**src/rtl/core/nha_pkg.sv**
```systemverilog
package nha_pkg;

    localparam int DEF_MAX_KAPPA_HALF = 64;
    localparam int DEF_MAX_PSI_BINS   = 128;
    localparam int DEF_COUNT_WIDTH    = 32;

    // configuration register indexes
    localparam logic [2:0] CFG_KAPPA_HALF = 3'd0;
    localparam logic [2:0] CFG_PSI_COUNT  = 3'd1;
    localparam logic [2:0] CFG_PSI_MIN    = 3'd2;
    localparam logic [2:0] CFG_PSI_MAX    = 3'd3;
    localparam logic [2:0] CFG_PSI_SCALE  = 3'd4;

    localparam logic [6:0] RST_KAPPA_HALF = 7'd64;
    localparam logic [7:0] RST_PSI_COUNT  = 8'd128;

    // item modes
    localparam logic [1:0] MODE_FILL  = 2'd0;
    localparam logic [1:0] MODE_LOAD  = 2'd1;
    localparam logic [1:0] MODE_READ  = 2'd2;
    localparam logic [1:0] MODE_CLEAR = 2'd3;

    typedef struct packed {
        logic [1:0]         mode;
        logic signed [31:0] kappa;
        logic signed [31:0] psi;
        logic signed [15:0] weight;
        logic [5:0]         table_index;
        logic [30:0]        table_value;
        logic [14:0]        cell_index;
    } in_t;

    typedef struct packed {
        logic               accepted;
        logic [7:0]         kappa_bin;
        logic [7:0]         psi_bin;
        logic [14:0]        cell_address;
        logic signed [31:0] content;
    } out_t;

    typedef enum logic [2:0] {
        ST_IDLE,
        ST_SCAN,
        ST_ADDR,
        ST_CRD,
        ST_CMOD,
        ST_DONE
    } state_t;

endpackage

```
**src/rtl/core/nha_bound_mem.sv**
```systemverilog
module nha_bound_mem #(
    parameter int DEPTH = nha_pkg::DEF_MAX_KAPPA_HALF,
    localparam int AW = (DEPTH > 1) ? $clog2(DEPTH) : 1
) (
    input  logic          clk,
    input  logic          wr_en,
    input  logic [AW-1:0] wr_addr,
    input  logic [30:0]   wr_data,
    input  logic [AW-1:0] rd_addr,
    output logic [30:0]   rd_data
);

    logic [30:0] mem [DEPTH];

    always_ff @(posedge clk)
    begin
        if (wr_en)
        begin
            mem[wr_addr] <= wr_data;
        end
        rd_data <= mem[rd_addr];
    end

endmodule

```
**config.mk**
```make
export PLATFORM = sky130hd
export DESIGN_NAME = nha_bound_mem
export DESIGN_NICKNAME = d
export VERILOG_FILES = /design/src/rtl/core/nha_pkg.sv /design/src/rtl/core/nha_bound_mem.sv
export SDC_FILE = /design/constraint.sdc
export NUM_CORES = 2
export LEC_CHECK = 0
export ABC_AREA = 0
export BUFFER_PORTS_ARGS = -buffer_cell sky130_fd_sc_hd__buf_4
export CORE_UTILIZATION = 33
export DETAILED_ROUTE_END_ITERATION = 12
export GPL_TIMING_DRIVEN = 0
export PLACE_DENSITY = 0.54
export REMOVE_ABC_BUFFERS = 1
export SYNTH_ARGS = -nofsm -noshare
export SYNTH_HDL_FRONTEND = slang
export SYNTH_SLANG_ARGS = --single-unit
```
**constraint.sdc**
```tcl
create_clock -name clk -period 4.5 [get_ports clk]
set_input_delay 0.45 -clock clk [delete_from_list [all_inputs] [get_ports clk]]
set_output_delay 0.45 -clock clk [all_outputs]
set_load 0.01 [all_outputs]
```
== After elaboration in Yosys (flattened, before gate mapping) ==
Memories as Yosys holds them, arrays and structs flattened. A register that Yosys moved wholly into a read port is not among the register bits.
Cells that the tools add are included.

* Register bits after elaboration: 0
* RAM bits: 1984
* Logic and storage cells: 3
* Memories kept: 1

{| class="wikitable"
|+ Memories
! name !! words !! width !! read ports !! clocked after Yosys merged registers in !! write ports !! line !! RTL
|-
| mem || 64 || 31 || 1 || 1 || 1 || nha_bound_mem.sv:13 || <nowiki>logic [30:0] mem [DEPTH];</nowiki>
|}

* Multiplexer cells: 2

{| class="wikitable"
|+ Operators by type and width
! kind !! count
|-
| $mux W1 || 2
|}

== Depth between registers and ports, before layout ==
* Depth in word-level cells: 2
* Mapped depth: 10
* Gate-level depth less buffers: 5

== Worst setup path after synthesis ==
Ideal clock, no wire load.

* Path type: input to register
* Start: in wr_addr[3]
* End: mem mem[48][0], enable pin
* Setup time: 0.458 ns
* Data arrival time: 3.082 ns
* Setup slack: 0.961 ns
* Cell stages on the path: 4
* Buffers on the path: 1
* Path through: clkbuf_1 nor2b_1 nand4b_1 nor3_1

{| class="wikitable"
|+ RTL lines
! item !! line !! RTL
|-
| start: declaration || nha_bound_mem.sv:7 || <nowiki>input logic [AW-1:0] wr_addr,</nowiki>
|-
| end: declaration || nha_bound_mem.sv:13 ||
|}

No word-level cell before the write port.

==> qor.yml <==
route:
  routed.top_layer: "met5"
  met2_length_um: 92530
  wl_met1_um: 87030
  wl_per_cell_um: 28.96
  avgViaCountPerCell: 5.282
  drc: 0
  routed_wl_um: 196700
  dr_wl_met3_um: 12800
  ant_nets: 0
  drt_iter0_drc: 3964
  firstDrtPassIters: 5
  vias: 35880
yosys:
  synth_seq_cells: 2015
  synth_xor_area_share_pct: 0
  synthDistinctLibCells: 33
  async_reset_ff_share_pct: 0
  synth-compound-area-share_pct: 3.065
  synthFlopType: "edfxtp_1"
  yosysWarningCount: 0
  synth.avg_cell_area_um2: 22.32
  yosys.area_share.simple_pct: 0.9527
  syn_inst: 3418
  synth-edff-count: 1984
  synth_fa_ha_area_share_pct: 0
  synth_top_family_by_area: "multiplexers"
  synth_area_um2: 76310
  yosysSeqAreaShare_pct: 78.89
  synth_mux_area_share_pct: 15.87
critical_path:
  required_ns: 5.17
  critPathLaunchType: "input pin"
  cpMaxStageDelayCell: "mux4_2"
  max_stage_delay_ns: 0.59
  crit_chain: "buf_8 -> buf_16 -> buf_16 -> buf_16 -> buf_16 -> mux4_2 -> mux4_2 -> o22ai_1 -> nor3_1"
  crit_buf_inv: 5
  crit_fanout: 78
  cp_common_cell: "buf_16"
  path_delay_family: "buffers and inverters"
  cp.arrival_ns: 4.78
  critPathCaptureType: "register"
  worstSetupPathType: "input pin to register"
finish:
  num-nets-final: 3646
  final_common_cell: "edfxtp_1"
  areaGrowthSynthToFinish_pct: 16.08
  layout_common_cells: "edfxtp_1, mux4_2, mux2i_1, clkbuf_16, a22oi_1"
  drive_gt1_share_pct: 24.84
placed_design:
  gp_congestion: 0.7226
  dp_hpwl_um: 116300
  io_buffers: 75
  pre_cts_slack_ns: -0.6100
outcome:
  status: "completed"
global_route:
  grt_use_total_pct: 16.82
  grt_pass1_vias: 36470
  antenna_found_initial: 19
  grt.overflow.total: 0
  grt_max_degree: 90
  grt_pass1_wl_um: 277100
timing:
  finClkSkew_ns: 0.03677
  grt_setup_unrepaired: "false"
  min_period_ns: 4.109
  setup_viol: 0
  drv_slew: 0
  tns_ns: 0
  worst_slew_pin_slew_ns: 1.430
  post-route-period-util_pct: 91.30
  fin_ws_ns: 0.3914
  fmax_mhz: 243.4
  slew_headroom_pct: 3.854
  final-hold-violation-count: 0
floorplanning:
  coreArea_um2: 229900
  die_w_um: 482.9
  start_util_pct: 33.19
  die_h_um: 482.9
  io_pins: 76
  fp-row-count: 176
  die_area_um2: 233200
clock_network:
  clk_latency_ns: 0.84
  h-tree-depth: 4
  hold_buffers: 0
  clk_pin_slew_ns: 0.06
  clk_path_buf_depth: 3
  post_cts_buffers: 0
  cts_sinks: 2015
  cts_resized: 0
  cts-buffers-inserted: 192
  cts_root_buffer: "clkbuf_16"
  cts_tree: "done"
power_and_ir_drop:
  ir_worst_vdd_v: 0.0003730
  p_leak_uw: 0.02770
  power_density_nw_per_um2: 430.9
worst_hold_path:
  hold_class: "input pin to register"
run:
  drv_cap: 0
[through the flow]
stage	hold WS, ns	total power [µW]	util, %	instance area (µm²)	cells
6_report	0.07691	38170	38.53	88580	6794
5_1_grt	0.04476	39280	38.52	88550	6785
4_1_cts	0.01002	38490	38.51	88530	6782
3_5_place_dp	0.8504	23170	35.94	82630	6433
3_3_place_gp	0.8431	23330	34.68	79720	6324
2_1_floorplan	0.5489	21960	-	75370	3223
[synthesized netlist by cell type (all sizes together) (10+ instances only)]
master,n,share of area (%)
edfxtp,1984,78
mux4,403,12
mux2i,295,3.9
buf,116,0.84
a22oi,104,1.0
o22ai,85,0.70
clkbuf,79,0.39
nor2,77,0.38
a31oi,52,0.43
o21ai,52,0.34
dfxtp,31,0.81
a21o,26,0.26
and3,26,0.21
o31ai,26,0.26
nand2,10,0.049
[kinds of logic after synthesis]
family | Yosys count
compound gates | 352
buf+inv | 195
flops | 2015
mux | 705
simple gates | 151
[metal layers]
layer  vias up  GRT usage, %
met5         -             0
li1      14940             -
met2      1162         26.33
met4         8         4.342
met3       242         3.279
met1     19530         24.03
[path summary, 6_finish.rpt]
path,to,slack [ns],cells after the start,startpoint
worst max-delay path,rd_data[13],0.39,9,rd_addr[0]
worst min-delay path,mem[48][19],0.08,2,wr_addr[1]
worst max register to register,rd_data[15],1.97,5,mem[63][15]
worst min register to register,rd_data[7],0.87,5,mem[26][7]
[sequential cells by signal (all words and copies together) (netlist names)]
| signal | count |
|---|---|
| rd_data | 31 |
| mem | 1984 |
[power breakdown]
group	switching [µW]	internal [µW]	total (µW)
Clock	6940	8490	15400
Sequential	54.8	20800	20800
Combinational	1190	713	1910
Total	8190	30000	38200
[worst reg2reg max path, delay by kind of cell, from the launching register on]
kind | cells | cell delay [ns]
multiplexers | 1 | 0.24
AND/OR/NAND/NOR | 1 | 0.38
AO/OA/AOI/OAI | 3 | 1.52
flip-flops | 1 | 0.32
[area by class of cell]
class                      count  area [µm²]
antenna                       12       30.03
clock buffer                 249        5174
clock inverter               100       723.2
fill                       20560      141300
multi-input combinational   1208       15730
sequential                  2015       60200
tap                         3026        3786
timing repair buffer         184        2933
Note: power is estimated with default switching activity, not from simulation.
