**src/rtl/core/nha_psi_unit.sv**
```systemverilog
module nha_psi_unit (
    input  logic               clk,
    input  logic signed [31:0] psi,
    input  logic signed [31:0] psi_min,
    input  logic signed [31:0] psi_max,
    input  logic [31:0]        psi_scale,
    output logic [19:0]        quot,
    output logic               in_range
);

    // offset from psi_min; only meaningful when psi is inside the window,
    // where it fits 32 unsigned bits
    logic [31:0] off;
    logic [63:0] prod;

    assign off  = psi - psi_min;
    assign prod = 64'(off) * 64'(psi_scale);

    always_ff @(posedge clk)
    begin
        quot     <= prod[63:44];
        in_range <= (psi >= psi_min) && (psi <= psi_max);
    end

endmodule

```
**config.mk**
```make
export PLATFORM = sky130hd
export DESIGN_NAME = nha_psi_unit
export DESIGN_NICKNAME = d
export VERILOG_FILES = /design/src/rtl/core/nha_psi_unit.sv
export SDC_FILE = /design/constraint.sdc
export NUM_CORES = 2
export LEC_CHECK = 0
export ABC_AREA = 1
export BUFFER_PORTS_ARGS = -buffer_cell sky130_fd_sc_hd__buf_2
export CORE_MARGIN = 5
export CORE_UTILIZATION = 50
export DETAILED_ROUTE_END_ITERATION = 8
export PLACE_DENSITY = 0.67
export SLEW_MARGIN = 20
export SYNTH_ARGS = -nofsm -noshare
export SYNTH_HDL_FRONTEND = slang
export SYNTH_SLANG_ARGS = --single-unit
```
**constraint.sdc**
```tcl
create_clock -name clk -period 21.2 [get_ports clk]
set_input_delay 2.12 -clock clk [delete_from_list [all_inputs] [get_ports clk]]
set_output_delay 2.12 -clock clk [all_outputs]
set_load 0.005 [all_outputs]
```
## Word level (Yosys, flattened, before mapping)

Cells that the tools add are included.
W data, S select, Z words.

| cells by class | value |
|---|---|
| add/sub/neg operators | 1 |
| $mul | 1 |
| order comparisons | 2 |
| reduce and logical (&&, ||, !) cells | 1 |

Operators with widths:

| kind | number |
|---|---|
| $mul A32 B32 Y64 | 1 |
| $ge A32 B32 Y1 | 1 |
| $le A32 B32 Y1 | 1 |
| $sub A32 B32 Y32 | 1 |
| $logic_and A1 B1 Y1 | 1 |

| storage, ports and cells | value |
|---|---|
| flip-flop bits (word level) | 21 |
| input bits | 129 |
| output and inout bits | 21 |
| word-level logic and storage cells | 7 |

## Longest topological paths before layout

| logic depth | value |
|---|---|
| word-level depth | 2 |
| gate-level depth with buffers | 41 |

## Worst setup path after synthesis

OpenSTA, ideal clock, no wires.

| path | value |
|---|---|
| path type | input to register |
| from | input port psi[0] |
| to | register quot[13] |
| library setup time | 0.112 ns |
| arrival time | 9.198 ns |
| data required time | 21.088 ns |
| setup slack | 11.889 ns |
| stages | 34 |
| path buffers | 1 |
| cell sequence | inv_1 -> ha_1 -> fa_1 -> o21ai_2 -> a21oi_1 -> o21ai_2 -> nand2_1 -> nand2_1 -> xor2_1 -> buf_4 -> nand2_1 -> fa_1 -> inv_1 -> fa_1 -> fa_1 -> fa_1 -> inv_1 -> fa_1 -> inv_1 -> fa_1 -> fa_1 -> inv_1 -> fa_1 -> inv_1 -> ha_1 -> nand2_1 -> nor2_1 -> nand2_1 -> nor3_1 -> nand3_1 -> nor3_1 -> nand2_1 -> nand3_1 -> nand2_1 |

| between the ends | value |
|---|---|
| longest elaborated chain between the ends | 2 |

Ends and longest elaborated chain:

| what | RTL line | text |
|---|---|---|
| from (decl) | 3 | `input logic signed [31:0] psi,` |
| $sub A32 B32 Y32 | 16 | `assign off = psi - psi_min;` |
| $mul A32 B32 Y64 | 17 | `assign prod = 64'(off) * 64'(psi_scale);` |
| net prod[57] | 14 | `logic [63:0] prod;` |
| to (signal assigned) | 21 | `quot <= prod[63:44];` |
| to (decl) | 7 | `output logic [19:0] quot,` |

The timed path passes the listed nets, and every way through them passes these cells.

## Worst setup path in the final report

| path | value |
|---|---|
| from | input port psi[0] |
| to | register quot[12] |

Same word-level chain as after synthesis.

==> impl_metrics.ini <==
[floorplanning]
ios = 150
die_w_um = 279
chipHeight_um = 279
start_util = 0.506
std_cell_rows = 98
core_area_sq_mm = 0.0717
fp.dieArea_sq_mm = 0.0781

[clock_network]
number_of_buffers_created_by_cts = 3
cts.reportedPaths.clkPinSlew_ps = 70
cts.path.max_buffers = 2
clkSinkCount = 21
cts_tree = built
cts_resized = 0
hold_buffers = 0
clk_root_buffer_cell = sky130_fd_sc_hd__clkbuf_16
h-tree-depth = 1
count_of_buffers_added_by_post_cts_timing_repair_for_setup = 0

[detailed_routing]
avgRoutedWirePerCell_um = 22.8
vias_after_detailed_routing = 31074
drt_iter0_drc = 3015
drt.antenna.violating_nets = 0
routed_wirelength_mm = 127
number_of_detailed_route_iterations_in_the_first_pass = 6
drcViolationCount = 0
drt-vias-per-instance = 5.57

[synth]
postSynthNetCount = 5964
synth_seq_cells = 21
synth_async_sr_flop_share = 0
synth_top_family_by_area = adder cells
most_used_flip_flop_cell_after_synthesis = sky130_fd_sc_hd__dfxtp_1
synth-edff-count = 0
synth_area_per_cell_sq_um = 7.87
synthCells = 4615
synthXorXnorAreaFrac = 0.00169
synth.mux.area_fraction = 0
netlist_area_sq_mm = 0.0363
synth_top_area_share = 0.494
synthAdderAreaFrac = 0.606
synthDominantAreaCellType = sky130_fd_sc_hd__fa_1
synth_compound_area_frac = 0.0391
netlist_top_cells_area = sky130_fd_sc_hd__fa_1 49%, sky130_fd_sc_hd__inv_1 12%, sky130_fd_sc_hd__ha_1 11%, sky130_fd_sc_hd__nor2_1 7.6%, sky130_fd_sc_hd__nand2_1 7.5%
number_of_warnings_issued_by_yosys = 0
synth.lib_cells_used.distinct = 43
yosys.area_share.simple = 0.199
ys_seq_area_frac = 0.0116

[cells_and_area]
antenna_cells = 0
layout-area-overhead-vs-synth_pct = 4.00
design.final.nets = 5978
layout-drive-gt1-share = 0.0519

[critical_path]
setup.worst_path.class = in2reg
critical-path-top-cell-by-count = sky130_fd_sc_hd__fa_1
start_kind = input pin
critical_path.slowest_cell = sky130_fd_sc_hd__nand2_1
critical_path_buf_inv_count = 7
crit_required_ps = 21370
worst_ep_arrival_time_ps = 11540
critical_path_peak_fanout = 22
critical_path.top_delay_family = adder cells
worst_setup_end_kind = flop
critical-path-max-stage-delay_ps = 780

[grt]
grt-ovfl-total = 0
grt_pass1_vias = 32871
grt_start_max_net_pins = 30
grt_pass1_wl_mm = 197
grtUsageTotal = 0.330
antenna_found_initial = 0

[timing]
maxSlewHeadroom = 0.261
finalHoldWorstSlack_ps = 2410
finalCriticalPeriod_ps = 11370
worst_slew_pin_slew_ps = 1100
finalMaxSlewViolations = 0
final_min_period_over_clock_period = 0.536
rsz_0062_raised_after_global_routing = no
totalNegativeSetupSlack_ps = 0
finalHoldViolCount = 0
final-setup-viol-count = 0
max_freq_mhz = 88.0

[job]
timing.max_cap.violations = 0

[outcome]
outcome = finished, final reports clean

[placed_design]
post-dp-hpwl_mm = 105
io_buffer_count = 149
place_congestion = 1.03

[min_path]
worst_hold_path_type = in2reg
-- registers in the layout (all words and copies together) (netlist names) --
| name | cells |
|---|---|
| in_range | 1 |
| quot | 20 |
-- cells in the final DEF (no fill, tap or decap), types with 5 or more instances in the layout --
master                     Yosys  routed
sky130_fd_sc_hd__o21a_1        7       7
sky130_fd_sc_hd__o21ai_0      66      66
sky130_fd_sc_hd__nand2_2      14      14
sky130_fd_sc_hd__nand3b_1     11      11
sky130_fd_sc_hd__a21boi_0      6       6
sky130_fd_sc_hd__nor4_1        6       6
sky130_fd_sc_hd__or2_1         5       5
sky130_fd_sc_hd__buf_2        47     149
sky130_fd_sc_hd__fa_1        896     896
sky130_fd_sc_hd__inv_1      1138    1138
sky130_fd_sc_hd__clkinv_1     18      18
sky130_fd_sc_hd__inv_2         5       5
sky130_fd_sc_hd__or2_2        12      12
sky130_fd_sc_hd__nand2_4       6       6
sky130_fd_sc_hd__nand3_1     207     207
sky130_fd_sc_hd__buf_4        12      35
sky130_fd_sc_hd__ha_1        324     324
sky130_fd_sc_hd__nand4_1      14      14
sky130_fd_sc_hd__nor2_1      737     737
sky130_fd_sc_hd__a21o_1        9       9
sky130_fd_sc_hd__nand2_1     729     729
sky130_fd_sc_hd__nor3_1       21      21
sky130_fd_sc_hd__a21oi_1     141     141
sky130_fd_sc_hd__dfxtp_1      21      21
sky130_fd_sc_hd__o21bai_1     19      19
-- final timing paths --
kind	start	to	slack, ps	cells past startpoint
min	psi[31]	in_range$_DFF_P_	2410	5
max	psi[0]	quot[12]$_DFF_P_	9830	33
-- cell families after synthesis --
| kind of cell | after synthesis |
|---|---|
| AOI/OAI and AO/OA | 258 |
| xor gates and xnor gates | 7 |
| adders and majority gates | 1220 |
| buffers and inverters | 1336 |
| DFF | 21 |
| and+or+nand+nor | 1773 |
-- per-stage QoR --
stage	cells	area [sq um]	util	worst slack (ps)
6_report	5578	37800	0.526	9830
5_1_grt	5578	37800	0.526	9470
4_1_cts	5578	37800	0.526	10030
3_5_place_dp	5574	37700	0.525	9780
3_3_place_gp	5574	37700	0.525	9890
2_1_floorplan	4615	36300	-	11890
-- layout make-up --
| class | count | area (sq um) |
|---|---|---|
| Multi-Input combinational cell | 3258 | 30700 |
| Timing Repair Buffer | 184 | 1010 |
| Sequential cell | 21 | 420 |
| Tap cell | 950 | 1190 |
| Clock buffer | 3 | 75.1 |
| Clock inverter | 1 | 5.00 |
| Fill cell | 7006 | 34000 |
| Inverter | 1161 | 4360 |
-- metal layers --
layer  track usage  vias to the layer above  share of wire
met5             0                        -              0
met4         0.136                        0          0.054
met3        0.0923                      370           0.12
met2         0.503                     1780           0.43
met1         0.447                    15473           0.40
li1              -                    13451              -
-- Yosys cell counts (5+ instances only) --
cell type and instances:
sky130_fd_sc_hd__o21a_1 7, sky130_fd_sc_hd__a21boi_0 6, sky130_fd_sc_hd__nand3b_1 11, sky130_fd_sc_hd__inv_2 5, sky130_fd_sc_hd__clkinv_1 18, sky130_fd_sc_hd__nand2_1 729
sky130_fd_sc_hd__or2_1 5, sky130_fd_sc_hd__dfxtp_1 21, sky130_fd_sc_hd__nand2_2 14, sky130_fd_sc_hd__o21ai_0 66, sky130_fd_sc_hd__fa_1 896, sky130_fd_sc_hd__buf_4 12
sky130_fd_sc_hd__clkbuf_1 103, sky130_fd_sc_hd__nand3_1 207, sky130_fd_sc_hd__inv_1 1138, sky130_fd_sc_hd__nand2_4 6, sky130_fd_sc_hd__nand4_1 14, sky130_fd_sc_hd__o21bai_1 19
sky130_fd_sc_hd__nor2_1 737, sky130_fd_sc_hd__or2_2 12, sky130_fd_sc_hd__xnor2_1 5, sky130_fd_sc_hd__a21o_1 9, sky130_fd_sc_hd__buf_6 11, sky130_fd_sc_hd__a21oi_1 141
sky130_fd_sc_hd__ha_1 324, sky130_fd_sc_hd__nor3_1 21, sky130_fd_sc_hd__nor4_1 6, sky130_fd_sc_hd__buf_2 47
Power is not shown: default switching activity piles up to over one toggle a cycle in this logic, so the estimate is an artifact.
